==> src/design/stse_pkg.sv <==
// ----------------------------------------------------------------------------
// stse_pkg: shared types and constants of the timer slot engine
// slot word layout, channel field widths, operation codes and the
// constants of the millisecond to tick conversion
// ----------------------------------------------------------------------------
package stse_pkg;

  // table depth and result limit per operation
  localparam int NumSlots = 8;
  localparam int MaxRes   = 8;
  localparam int FireW    = $clog2(MaxRes + 1);
  localparam int EvIdxW   = (MaxRes > 1) ? $clog2(MaxRes) : 1;

  // field widths
  localparam int OpW    = 2;
  localparam int MsgW   = 8;
  localparam int RcvW   = 7;
  localparam int DelayW = 32;
  localparam int RunW   = 32;
  localparam int CdW    = 29;

  // delay conversion: short delays get a fixed count, others delay/10+1
  localparam int unsigned ArmMinMs    = 20;
  localparam int unsigned ArmMinTicks = 2;
  // reciprocal of ten, exact for every 32-bit dividend with a shift of 35
  localparam logic [DelayW-1:0] Recip10 = 32'hCCCC_CCCD;
  localparam int RecipShift = 35;

  typedef enum logic [OpW-1:0] {
    OpTick   = 2'd0,
    OpArm    = 2'd1,
    OpCancel = 2'd2,
    OpSleep  = 2'd3
  } op_e;

  // move applied to every cell of the chain alike in the same cycle
  typedef enum logic [1:0] {
    CellHold  = 2'd0,
    CellRight = 2'd1,
    CellLeft  = 2'd2
  } cell_mode_e;

  typedef struct packed {
    cell_mode_e mode;
    logic       wr_en;
  } cell_ctrl_t;

  typedef struct packed {
    logic [MsgW-1:0] msg;
    logic [RcvW-1:0] rcv;
    logic [CdW-1:0]  cd;
  } slot_t;

endpackage

==> src/design/stse_if.sv <==
// ----------------------------------------------------------------------------
// stse_if: valid/ready channels of the timer slot engine
// one interface for the operation words and one for the result words
// ----------------------------------------------------------------------------
interface stse_in_if import stse_pkg::*; ();
  logic              valid;
  logic              ready;
  logic [OpW-1:0]    op;
  logic [MsgW-1:0]   message;
  logic [RcvW-1:0]   receiver;
  logic [DelayW-1:0] delay_ms;
  logic [RunW-1:0]   slept_ticks;

  modport source (output valid, op, message, receiver, delay_ms, slept_ticks,
                  input ready);
  modport sink (input valid, op, message, receiver, delay_ms, slept_ticks,
                output ready);
endinterface

interface stse_out_if import stse_pkg::*; ();
  logic            valid;
  logic            ready;
  logic            kind;
  logic            status;
  logic [MsgW-1:0] event_message;
  logic [RcvW-1:0] event_receiver;
  logic            last;
  logic [RunW-1:0] runtime_ticks;
  logic [CdW-1:0]  shortest_remaining;

  modport source (output valid, kind, status, event_message, event_receiver, last,
                  runtime_ticks, shortest_remaining, input ready);
  modport sink (input valid, kind, status, event_message, event_receiver, last,
                runtime_ticks, shortest_remaining, output ready);
endinterface

==> src/design/stse_cell.sv <==
// ----------------------------------------------------------------------------
// stse_cell: one timer slot of the chain
// holds message, receiver and countdown; takes its left neighbor on an
// insert, its right neighbor on a pass step, or the write-back word when
// the pass addresses this cell
// ----------------------------------------------------------------------------
module stse_cell import stse_pkg::*; #(
  parameter int SLOTS = NumSlots,
  parameter int IDX   = 0,
  localparam int IW   = (SLOTS > 1) ? $clog2(SLOTS) : 1
) (
  input  logic          clk_i,
  input  cell_ctrl_t    ctrl_i,
  input  logic [IW-1:0] wr_pos_i,
  input  slot_t         left_i,
  input  slot_t         right_i,
  input  slot_t         wr_data_i,
  output slot_t         slot_o
);

  slot_t slot_q;
  slot_t slot_d;

  // neighbor selection
  always_comb begin
    slot_d = slot_q;
    unique case (ctrl_i.mode)
      CellRight: slot_d = left_i;
      CellLeft: begin
        if (ctrl_i.wr_en && (wr_pos_i == IW'(IDX))) begin
          slot_d = wr_data_i;
        end else begin
          slot_d = right_i;
        end
      end
      default: slot_d = slot_q;
    endcase
  end

  always_ff @(posedge clk_i) begin
    slot_q <= slot_d;
  end

  assign slot_o = slot_q;

endmodule

==> src/design/stse_ticks.sv <==
// ----------------------------------------------------------------------------
// stse_ticks: millisecond delay to 10 ms tick count
// delay/10 by reciprocal multiply, product registered, then +1; delays up
// to the short limit map to the fixed minimum
// ----------------------------------------------------------------------------
module stse_ticks import stse_pkg::*; (
  input  logic              clk_i,
  input  logic [DelayW-1:0] delay_i,
  output logic [CdW-1:0]    ticks_o
);

  localparam int ProdW = 2 * DelayW;

  logic [ProdW-1:0] prod_q;
  logic             long_q;

  // multiply stage
  always_ff @(posedge clk_i) begin
    prod_q <= ProdW'(delay_i) * ProdW'(Recip10);
    long_q <= delay_i > DelayW'(ArmMinMs);
  end

  // quotient plus one, or the minimum count
  assign ticks_o = long_q ? (prod_q[RecipShift +: CdW] + CdW'(1)) : CdW'(ArmMinTicks);

endmodule

==> src/design/software_timer_slot_engine.sv <==
// ----------------------------------------------------------------------------
// software_timer_slot_engine: ordered table of one-shot timer slots
// Sequence: arm passes the multiply and insert states, sleep goes to emit,
//   tick and cancel pass the slots in use (one per cycle through the chain
//   head), then one result word per cycle into a free output register.
// Throughput: one operation at a time; a new word is taken once the last
//   result word sits in the output register.
// Reset: table empty, runtime count zero; no clearing pass.
// ----------------------------------------------------------------------------
module software_timer_slot_engine import stse_pkg::*; #(
  parameter int SLOTS = NumSlots
) (
  input  logic clk_i,
  input  logic rst_ni,
  stse_in_if.sink    in_i,
  stse_out_if.source out_o
);

  localparam int CW = $clog2(SLOTS + 1);
  localparam int IW = (SLOTS > 1) ? $clog2(SLOTS) : 1;

  typedef enum logic [2:0] {
    StIdle,
    StArmMul,
    StArmIns,
    StPass,
    StEmit
  } state_e;

  state_e             state_q;
  op_e                op_q;
  logic [MsgW-1:0]    msg_q;
  logic [RcvW-1:0]    rcv_q;
  logic [DelayW-1:0]  delay_q;
  logic [RunW-1:0]    runtime_q;
  logic [CdW-1:0]     sh_q;
  logic [CdW-1:0]     sh_acc_q;
  logic [CW-1:0]      count_q;
  logic [CW-1:0]      rem_q;
  logic [CW-1:0]      kept_q;
  logic [FireW-1:0]   fired_q;
  logic [EvIdxW-1:0]  ei_q;
  logic               hit_q;
  logic               st_q;
  logic [MsgW-1:0]    ev_msg_q [MaxRes];
  logic [RcvW-1:0]    ev_rcv_q [MaxRes];

  logic               out_valid_q;
  logic               out_kind_q;
  logic               out_status_q;
  logic [MsgW-1:0]    out_msg_q;
  logic [RcvW-1:0]    out_rcv_q;
  logic               out_last_q;
  logic [RunW-1:0]    out_run_q;
  logic [CdW-1:0]     out_sh_q;

  slot_t              cell_q [SLOTS];
  slot_t              new_slot;
  slot_t              head;
  slot_t              proc_slot;
  cell_ctrl_t         cell_ctrl;
  logic [CW-1:0]      wr_sum;
  logic [IW-1:0]      wr_pos;
  logic [CdW-1:0]     ticks;
  logic               full;
  logic               due;
  logic               drop;
  logic               in_fire;
  logic               out_free;
  logic               have_ev;
  logic               emit_last;

  // delay conversion for arm
  stse_ticks u_ticks (
    .clk_i   (clk_i),
    .delay_i (delay_q),
    .ticks_o (ticks)
  );

  // chain of slot cells, head at index zero
  for (genvar i = 0; i < SLOTS; i++) begin : g_cell
    slot_t left_w;
    slot_t right_w;
    if (i == 0) begin : g_head
      assign left_w = new_slot;
    end else begin : g_body
      assign left_w = cell_q[i-1];
    end
    if (i == SLOTS - 1) begin : g_tail
      assign right_w = proc_slot;
    end else begin : g_inner
      assign right_w = cell_q[i+1];
    end
    stse_cell #(
      .SLOTS (SLOTS),
      .IDX   (i)
    ) u_cell (
      .clk_i     (clk_i),
      .ctrl_i    (cell_ctrl),
      .wr_pos_i  (wr_pos),
      .left_i    (left_w),
      .right_i   (right_w),
      .wr_data_i (proc_slot),
      .slot_o    (cell_q[i])
    );
  end

  assign full     = count_q == CW'(SLOTS);
  assign new_slot = '{msg: msg_q, rcv: rcv_q, cd: ticks};
  assign head     = cell_q[0];

  // head word of the pass: fire, match or decrement
  always_comb begin
    due       = head.cd <= CdW'(1);
    proc_slot = head;
    drop      = 1'b0;
    if (op_q == OpTick) begin
      drop = due && (fired_q < FireW'(MaxRes));
      if (!due) begin
        proc_slot.cd = head.cd - CdW'(1);
      end
    end else begin
      drop = !hit_q && (head.rcv == rcv_q) && (head.msg == msg_q);
    end
  end

  // kept word goes behind the unvisited words and those kept so far
  assign wr_sum = rem_q - CW'(1) + kept_q;
  assign wr_pos = wr_sum[IW-1:0];

  // chain control
  always_comb begin
    cell_ctrl.mode  = CellHold;
    cell_ctrl.wr_en = 1'b0;
    if ((state_q == StPass) && (rem_q != '0)) begin
      cell_ctrl.mode  = CellLeft;
      cell_ctrl.wr_en = !drop;
    end else if ((state_q == StArmIns) && !full) begin
      cell_ctrl.mode = CellRight;
    end
  end

  // handshakes and result selection
  assign in_i.ready = state_q == StIdle;
  assign in_fire    = in_i.valid && (state_q == StIdle);
  assign out_free   = !out_valid_q || out_o.ready;
  assign have_ev    = (op_q == OpTick) && (fired_q != '0);
  assign emit_last  = have_ev ? ((FireW'(ei_q) + FireW'(1)) == fired_q) : 1'b1;

  // sequencer, runtime, table bookkeeping and output register
  always_ff @(posedge clk_i or negedge rst_ni) begin
    if (!rst_ni) begin
      state_q     <= StIdle;
      count_q     <= '0;
      runtime_q   <= '0;
      sh_q        <= '0;
      out_valid_q <= 1'b0;
    end else begin
      if ((state_q == StEmit) && out_free) begin
        out_valid_q <= 1'b1;
      end else if (out_o.ready) begin
        out_valid_q <= 1'b0;
      end

      unique case (state_q)
        StIdle: begin
          if (in_fire) begin
            op_q     <= op_e'(in_i.op);
            msg_q    <= in_i.message;
            rcv_q    <= in_i.receiver;
            delay_q  <= in_i.delay_ms;
            rem_q    <= count_q;
            kept_q   <= '0;
            fired_q  <= '0;
            hit_q    <= 1'b0;
            sh_acc_q <= '0;
            st_q     <= 1'b0;
            ei_q     <= '0;
            unique case (op_e'(in_i.op))
              OpTick: begin
                runtime_q <= runtime_q + RunW'(1);
                state_q   <= StPass;
              end
              OpArm:    state_q <= StArmMul;
              OpCancel: state_q <= StPass;
              default: begin
                runtime_q <= runtime_q + in_i.slept_ticks;
                state_q   <= StEmit;
              end
            endcase
          end
        end

        StArmMul: state_q <= StArmIns;

        StArmIns: begin
          if (full) begin
            st_q <= 1'b1;
          end else begin
            count_q <= count_q + CW'(1);
            if ((sh_q == '0) || (ticks < sh_q)) begin
              sh_q <= ticks;
            end
          end
          state_q <= StEmit;
        end

        StPass: begin
          if (rem_q == '0) begin
            count_q <= kept_q;
            sh_q    <= sh_acc_q;
            st_q    <= (op_q == OpCancel) && !hit_q;
            state_q <= StEmit;
          end else begin
            rem_q <= rem_q - CW'(1);
            if (drop) begin
              if (op_q == OpTick) begin
                ev_msg_q[fired_q[EvIdxW-1:0]] <= head.msg;
                ev_rcv_q[fired_q[EvIdxW-1:0]] <= head.rcv;
                fired_q <= fired_q + FireW'(1);
              end else begin
                hit_q <= 1'b1;
              end
            end else begin
              kept_q <= kept_q + CW'(1);
              if ((sh_acc_q == '0) || (proc_slot.cd < sh_acc_q)) begin
                sh_acc_q <= proc_slot.cd;
              end
            end
          end
        end

        StEmit: begin
          if (out_free) begin
            out_kind_q   <= !have_ev;
            out_status_q <= have_ev ? 1'b0 : st_q;
            out_msg_q    <= have_ev ? ev_msg_q[ei_q] : '0;
            out_rcv_q    <= have_ev ? ev_rcv_q[ei_q] : '0;
            out_last_q   <= emit_last;
            out_run_q    <= runtime_q;
            out_sh_q     <= sh_q;
            if (emit_last) begin
              state_q <= StIdle;
            end else begin
              ei_q <= ei_q + EvIdxW'(1);
            end
          end
        end

        default: state_q <= StIdle;
      endcase
    end
  end

  assign out_o.valid              = out_valid_q;
  assign out_o.kind               = out_kind_q;
  assign out_o.status             = out_status_q;
  assign out_o.event_message      = out_msg_q;
  assign out_o.event_receiver     = out_rcv_q;
  assign out_o.last               = out_last_q;
  assign out_o.runtime_ticks      = out_run_q;
  assign out_o.shortest_remaining = out_sh_q;

endmodule
==> src/flat_wrapper.sv <==
// flat-port wrapper written by rule: the top's interface ports become plain ports
module software_timer_slot_engine_flat import stse_pkg::*;
#(
  parameter int SLOTS = NumSlots
)
  (clk_i, rst_ni, in_i_valid, in_i_op, in_i_message, in_i_receiver, in_i_delay_ms, in_i_slept_ticks, in_i_ready, out_o_valid, out_o_kind, out_o_status, out_o_event_message, out_o_event_receiver, out_o_last, out_o_runtime_ticks, out_o_shortest_remaining, out_o_ready);
  stse_in_if in_i_i ();
  stse_out_if out_o_i ();
  input  logic clk_i;
  input  logic rst_ni;
  input wire logic [$bits(in_i_i.valid)-1:0] in_i_valid;
  input wire logic [$bits(in_i_i.op)-1:0] in_i_op;
  input wire logic [$bits(in_i_i.message)-1:0] in_i_message;
  input wire logic [$bits(in_i_i.receiver)-1:0] in_i_receiver;
  input wire logic [$bits(in_i_i.delay_ms)-1:0] in_i_delay_ms;
  input wire logic [$bits(in_i_i.slept_ticks)-1:0] in_i_slept_ticks;
  output wire logic [$bits(in_i_i.ready)-1:0] in_i_ready;
  output wire logic [$bits(out_o_i.valid)-1:0] out_o_valid;
  output wire logic [$bits(out_o_i.kind)-1:0] out_o_kind;
  output wire logic [$bits(out_o_i.status)-1:0] out_o_status;
  output wire logic [$bits(out_o_i.event_message)-1:0] out_o_event_message;
  output wire logic [$bits(out_o_i.event_receiver)-1:0] out_o_event_receiver;
  output wire logic [$bits(out_o_i.last)-1:0] out_o_last;
  output wire logic [$bits(out_o_i.runtime_ticks)-1:0] out_o_runtime_ticks;
  output wire logic [$bits(out_o_i.shortest_remaining)-1:0] out_o_shortest_remaining;
  input wire logic [$bits(out_o_i.ready)-1:0] out_o_ready;
  assign in_i_i.valid = in_i_valid;
  assign in_i_i.op = in_i_op;
  assign in_i_i.message = in_i_message;
  assign in_i_i.receiver = in_i_receiver;
  assign in_i_i.delay_ms = in_i_delay_ms;
  assign in_i_i.slept_ticks = in_i_slept_ticks;
  assign in_i_ready = in_i_i.ready;
  assign out_o_valid = out_o_i.valid;
  assign out_o_kind = out_o_i.kind;
  assign out_o_status = out_o_i.status;
  assign out_o_event_message = out_o_i.event_message;
  assign out_o_event_receiver = out_o_i.event_receiver;
  assign out_o_last = out_o_i.last;
  assign out_o_runtime_ticks = out_o_i.runtime_ticks;
  assign out_o_shortest_remaining = out_o_i.shortest_remaining;
  assign out_o_i.ready = out_o_ready;
  software_timer_slot_engine #(.SLOTS(SLOTS)) u_core (.clk_i(clk_i), .rst_ni(rst_ni), .in_i(in_i_i), .out_o(out_o_i));
endmodule
==> config.mk <==
export PLATFORM = sky130hd
export DESIGN_NAME = software_timer_slot_engine_flat
export DESIGN_NICKNAME = d
export VERILOG_FILES = /design/src/design/stse_pkg.sv /design/src/design/stse_if.sv /design/src/design/stse_cell.sv /design/src/design/stse_ticks.sv /design/src/design/software_timer_slot_engine.sv /design/src/flat_wrapper.sv
export SDC_FILE = /design/constraint.sdc
export NUM_CORES = 2
export LEC_CHECK = 0
export BUFFER_PORTS_ARGS = -buffer_cell sky130_fd_sc_hd__buf_4
export CAP_MARGIN = 0
export CORE_ASPECT_RATIO = 1.5
export CORE_MARGIN = 2
export CORE_UTILIZATION = 50
export CTS_BUF_LIST = sky130_fd_sc_hd__clkbuf_2 sky130_fd_sc_hd__clkbuf_4 sky130_fd_sc_hd__clkbuf_8
export CTS_CLUSTER_SIZE = 20
export DETAILED_ROUTE_END_ITERATION = 8
export PLACE_DENSITY = 0.74
export SYNTH_ARGS = -nofsm -noshare
export SYNTH_HDL_FRONTEND = slang
export SYNTH_SLANG_ARGS = --single-unit
==> constraint.sdc <==
create_clock -name clk_i -period 15.45 [get_ports clk_i]
set_clock_uncertainty 0.1 [all_clocks]
set_input_delay 1.545 -clock clk_i [delete_from_list [all_inputs] [get_ports clk_i]]
set_output_delay 1.545 -clock clk_i [all_outputs]
set_load 0.005 [all_outputs]
* Yosys cells after proc, flatten, opt, wreduce, memory -nomap -nowiden *
Memories as Yosys holds them, arrays and structs flattened. A register that Yosys moved wholly into a read port is not among the register bits.
Cells that the tools add are included.

storage, ports and cells
  flip-flop bits (word level) = 645
  bits in writable memories = 120
  input bits = 85
  output and inout port bits = 81
  logic and storage cells = 231
  memories = 2

cells by class
  add/sub/neg operators = 11
  multiply operators = 1
  order comparisons = 5
  equal/unequal tests = 34
  mux-type cells = 72
  bitwise logic cells = 1
  reductions and logical operators = 58

memory list
  memory           depth  width  rd ports  clocked after Yosys merged registers in  wr ports  line                              source
  u_core.ev_msg_q  8      8      1         1                                        1         software_timer_slot_engine.sv:45  logic [MsgW-1:0] ev_msg_q [MaxRes];
  u_core.ev_rcv_q  8      7      1         1                                        1         software_timer_slot_engine.sv:46  logic [RcvW-1:0] ev_rcv_q [MaxRes];

operators with widths
  operator                                                                            count
  44-bit one-hot mux with 2 select lines                                              8
  44-bit two-way mux                                                                  7
  29-bit two-way mux                                                                  10
  29-bit one-hot mux with 2 select lines                                              2
  32-bit by 32-bit multiplier with 64-bit output (second input constant)              1
  32-bit one-hot mux with 2 select lines                                              1
  29-bit logical NOT                                                                  2
  29-bit less-than comparator                                                         2
  4-bit two-way mux                                                                   10
  32-bit by 1-bit adder with 32-bit output (second input constant)                    1
  32-bit adder                                                                        1
  32-bit by 5-bit greater-than comparator with 1-bit output (second input constant)   1
  4-bit one-hot mux with 2 select lines                                               4
  29-bit by 1-bit adder with 29-bit output (second input constant)                    1
  29-bit by 1-bit less-or-equal comparator with 1-bit output (second input constant)  1
  29-bit by 1-bit subtractor with 29-bit output (second input constant)               1
  3-bit two-way mux                                                                   7
  2-bit inequality test (second input constant)                                       10
  6-bit AND reduction                                                                 3
  1-bit logical AND                                                                   17
  1-bit two-way mux                                                                   17
  3-bit one-hot mux with 5 select lines                                               1
  5-bit AND reduction                                                                 3
  4-bit by 1-bit adder with 4-bit output (second input constant)                      3
  other kinds (32)                                                                    68

* Longest topological paths before layout *
  depth in word-level cells = 9
  depth in mapped cells = 26
  depth with buffers taken out = 26

* By module *
A second synthesis with hierarchy kept.

second synthesis, totals
  cells, all modules = 4,849
  area total of the unflattened synthesis = 54,938.9 sq um

by module, submodules not included
  module                                   instances  cells an instance  area an instance (sq um)  seq. area each (sq um)
  stse_ticks                               1          1,959              18,840.6                  600.6
  software_timer_slot_engine               1          1,330              17,660.7                  10,555.1
  stse_cell (u_core.g_cell[1].u_cell ...)  3          195                2,312.2                   1,321.3
  stse_cell (u_core.g_cell[3].u_cell ...)  3          195                2,290.9                   1,321.3
  stse_cell (u_core.g_cell[0].u_cell)      1          195                2,321.0                   1,321.3
  stse_cell (u_core.g_cell[7].u_cell)      1          195                2,307.2                   1,321.3

* Worst setup path after synthesis *
No wires, ideal clock.

  kind = reg2reg
  from = reg u_core.state_q[2]
  to = reg u_core.g_cell[0].u_cell.slot_q, in the netlist u_core.g_cell[0].u_cell.slot_o[0], enable pin
  setup time = 2,481 ps
  arrival = 7,602 ps
  required time = 12,869 ps
  slack = 5,267 ps
  stages on the path, launching flop included = 11
  path buffers = 5
  period minus slack after synthesis = 10,183 ps
  cell sequence = dfrtp_1 > clkbuf_1 > nor2b_1 > nand2_1 > inv_1 > nand2_1 > clkbuf_1 > clkbuf_1 > clkbuf_1 > clkbuf_1 > nand2_1

on the way
  longest elaborated chain between the ends = 6
  elaborated cells on any way between the ends = 9
  classes of those cells = 4 x eq/ne; 2 x mux; 3 x reduce/logical

ends and longest elaborated chain
  item                                                                                          line                               source
  start, declared                                                                               software_timer_slot_engine.sv:30   state_e state_q;
  start signal, assigned                                                                        software_timer_slot_engine.sv:153  state_q <= StIdle;
  start signal, assigned                                                                        software_timer_slot_engine.sv:182  state_q <= StPass;
  start signal, assigned                                                                        software_timer_slot_engine.sv:184  OpArm: state_q <= StArmMul;
  3-bit by 2-bit equality test with 1-bit output                                                software_timer_slot_engine.sv:138  end else if ((state_q == StArmIns) && !full) begin
  1-bit logical AND                                                                             software_timer_slot_engine.sv:138
  1-bit two-way mux                                                                             software_timer_slot_engine.sv:138
  2-bit two-way mux *                                                                           software_timer_slot_engine.sv:135  if ((state_q == StPass) && (rem_q != '0)) begin
  2-bit equality test / 2-bit by 1-bit equality test with 1-bit output (equally long branches)  stse_cell.sv:27                    unique case (ctrl_i.mode)
  2-bit nonzero test (no line) *                                                                -
  end signal, assigned                                                                          stse_cell.sv:41                    slot_q <= slot_d;
  end, declared                                                                                 stse_cell.sv:21                    slot_t slot_q;

Mark *: on every way between the ends. The rest lies on a longest branch, timed or not.
A chain may end at the register's enable or synchronous reset.

* Final worst setup path *
  from = reg u_core.delay_q[21]
  to = reg u_core.u_ticks.prod_q[57]

on the way
  longest elaborated chain between the ends = 1

ends and longest elaborated chain
  item                                            line                               source
  start, declared                                 software_timer_slot_engine.sv:34   logic [DelayW-1:0] delay_q;
  start signal, assigned                          software_timer_slot_engine.sv:171  delay_q <= in_i.delay_ms;
  32-bit by 32-bit multiplier with 64-bit output  stse_ticks.sv:19                   prod_q <= ProdW'(delay_i) * ProdW'(Recip10);
  end signal, assigned                            stse_ticks.sv:19
  end, declared                                   stse_ticks.sv:14                   logic [ProdW-1:0] prod_q;

Every way passes these cells.

==> results by group <==
Clock tree
  – Clock Path Buffers: 3
  – Htree depth: 3
  – Setup Buffers After CTS: 0
  – Reg clk slew, reported paths: 0.07 ns
  – Worst skew pair latency: 0.85 ns
  – Cts hold-fix bufs: 0
  – Clk Tree Root Cell: clkbuf_8
  – Cts repair resizes: 0
  – Num CTS Buffers: 115
  – Clk sinks: 745
  – CTS tree: built

Detailed routing
  – Vias: 38030
  – Drt first-iter violations: 2811
  – DR vias/cell: 5.578
  – DRC viols: 0
  – Avg WL per Cell: 22.09 um
  – DRT Pass-1 Iters: 6
  – DRT antenna net count: 0
  – WL final: 150600 um

Logic synthesis
  – Synthesized area: 0.05379 mm^2
  – Synth cell types: 80
  – Post-synthesis net count: 6121
  – Synth top cells by count: inv_1 (788), nand2_1 (654), edfxtp_1 (646), ha_1 (469), fa_1 (389)
  – Post-synth EDFFs: 646
  – YS warnings: 0
  – #FFs+latches synth: 745
  – Post-synthesis sequential area ratio: 0.4039
  – Synth Flop Type: edfxtp_1
  – Share of the synthesized area in the top cell type: 0.3606
  – Mapped Cells: 5178
  – Cell taking the most area after synthesis: edfxtp_1
  – Synth area leaders: edfxtp_1 (36%), fa_1 (14%), ha_1 (11%)
  – Count leader, synth: inv_1
  – Syn_area_per_cell: 10.39 um^2
  – Async SR Flop Fraction: 0.09262

Global routing
  – Pin count of the biggest net entering global routing: 267
  – Vias in the first global route: 39450
  – GRT Resource Usage Total: 0.2742
  – Global-route wire length before repair: 229200 um
  – GRT overflow: 0
  – Antenna violations before repair: 3

Placement
  – Post-DP HPWL: 115400 um
  – Routability congestion estimate: 1.012
  – Dpl cells: 6599
  – Port Buffers: 165
  – Pre-CTS WS: 6.941 ns

Timing
  – Setup violators final: 0
  – Hold Violations, Final: 0
  – Final worst slack: 6.946 ns
  – Rel. slew slack: 0.1495
  – Post-layout minimum cycle time: 8.504 ns
  – Slew Viols, Final: 0
  – RSZ-0062 raised after global routing: false
  – Fmax: 117.6 MHz
  – Slew @ Worst Pin: 1.271 ns
  – Final worst path period share: 0.5504
  – Setup TNS: 0 ns

Worst setup path
  – Most used cell, CP: fa_1
  – R2r worst-path depth: 23
  – WP data required: 16.14 ns
  – CP endpoint kind: flip-flop
  – CP startpoint: u_core.delay_q[21]
  – Critical-path cell list: inv_1, ha_1, ha_1, fa_1, inv_1, fa_1, inv_1, fa_1, fa_1, fa_1, inv_1, fa_1, inv_1, ha_1, nand4_1, nor3_1, nand4_1, a2111oi_0, nor4_1, o21a_1, o31ai_1, mux2_2, nand3_1
  – Critical path's slowest cell: a2111oi_0
  – WP depth: 23
  – Crit Path Class: flip-flop to flip-flop
  – R2r endpoint: u_core.u_ticks.prod_q[57]
  – R2R Setup Slk: 6.95 ns
  – Crit path DAT: 9.20 ns
  – CP endpoint: u_core.u_ticks.prod_q[57]
  – Worst r2r src: u_core.delay_q[21]
  – Maximum fanout along the worst path: 6
  – Startpoint types: flip-flop
  – Crit path largest cell delay: 0.85 ns
  – WP buf/inv: 5
  – CP delay by family, top: adder cells

Final layout
  – # fillers: 9284
  – Finished Layout Cells: 6819
  – # nets final: 6244
  – Fin util: 0.5514
  – Share of cells above drive strength 1: 0.09643
  – Layout area overhead: 9.532%

Outcome
  – Status: completed

Min path
  – Hold path depth: 1
  – Hold Path Class: flip-flop to flip-flop

Floorplanning
  – Core ar.: 0.1069 mm^2
  – IO Pins: 166
  – Initial Util: 0.5034
  – Die area: 0.1103 mm^2
  – Die Y: 405.7 um
  – Die width: 271.8 um
  – # rows: 147

Job
  – Max Cap Violations: 0
==> state kept, by name (all words and copies together) (netlist names), 2 cells and up <==
| signal | cells |
|---|---|
| u_core.op_q | 2 |
| u_core.g_cell.u_cell.slot_o | 352 |
| u_core.runtime_q | 32 |
| u_core.u_ticks.prod_q | 29 |
| u_core.rcv_q | 7 |
| u_core.kept_q | 4 |
| u_core.fired_q | 4 |
| u_core.count_q | 4 |
| u_core.delay_q | 32 |
| u_core.out_o.event_message | 8 |
| u_core.rem_q | 4 |
| u_core.out_o.runtime_ticks | 32 |
| u_core.sh_acc_q | 29 |
| u_core.ev_msg_q | 64 |
| u_core.ei_q | 3 |
| u_core.sh_q | 29 |
| u_core.state_q | 3 |
| u_core.msg_q | 8 |
| u_core.ev_rcv_q | 56 |
| u_core.out_o.shortest_remaining | 29 |
| u_core.out_o.event_receiver | 7 |
==> logic make-up (layout without fill, tap and decap cells) <==
logic type                 Yosys count  after routing  share of synthesized area
AOI/OAI and AO/OA                  936            936                     0.1013
xor gates and xnor gates           175            175                    0.02919
adders and majority gates          858            858                     0.2539
buffers and inverters             1003           1228                    0.07215
DFF                                745            745                     0.4039
muxes                              125            125                    0.03156
other                                0              1                          0
and+or+nand+nor                   1336           1336                     0.1081
==> worst min path at each step <==
stage | start | end | slack, ns
finish | u_core.runtime_q[31] | u_core.runtime_q[31] | 0.38
global route | u_core.runtime_q[31] | u_core.runtime_q[31] | 0.39
CTS | u_core.runtime_q[31] | u_core.runtime_q[31] | 0.37
detailed placement | u_core.sh_q[27] | u_core.out_o.shortest_remaining[27] | 0.36
global placement | u_core.runtime_q[31] | u_core.runtime_q[31] | 0.36
floorplan | u_core.runtime_q[31] | u_core.runtime_q[31] | 0.34
==> cells in the final DEF, fill, tap and decap left out, drive strengths merged, types with 68 or more instances in the layout <==
master / count
inv: 795
nand2: 655
edfxtp: 646
ha: 469
fa: 389
o21ai: 369
nor2: 344
a21oi: 246
buf: 220
clkbuf: 159
xor2: 100
a31oi: 93
xnor2: 75
a21o: 71
dfrtp: 69
mux2i: 68
==> stage by stage <==
stage | instance area [um^2] | hold WS (ns)
floorplan | 53790 | 0.3372
global placement | 56440 | 0.3556
detailed placement | 56440 | 0.3646
CTS | 58920 | 0.3749
global route | 58920 | 0.3877
finish | 58920 | 0.3817
==> routing by layer <==
layer,GRT usage,vias up,part of all wire
met1,0.2941,18650,0.36
met2,0.4991,1237,0.52
met5,0,-,0.000073
li1,-,17760,-
met4,0.1853,2,0.076
met3,0.03797,389,0.046
==> final cells by class <==
class	count	area, um^2	area share
Multi-Input combinational cell	3430	28310	0.4806
Sequential cell	745	21730	0.3687
Inverter	789	2962	0.05027
Clock buffer	159	1969	0.03343
Tap cell	1415	1770	0.03005
Timing Repair Buffer	220	1664	0.02824
Clock inverter	60	510.5	0.008664
Antenna cell	1	2.502	0.00004247
Power is left out: the tool's default activity adds up to more than one toggle a clock period on the data nets, which glitch-free logic cannot reach.
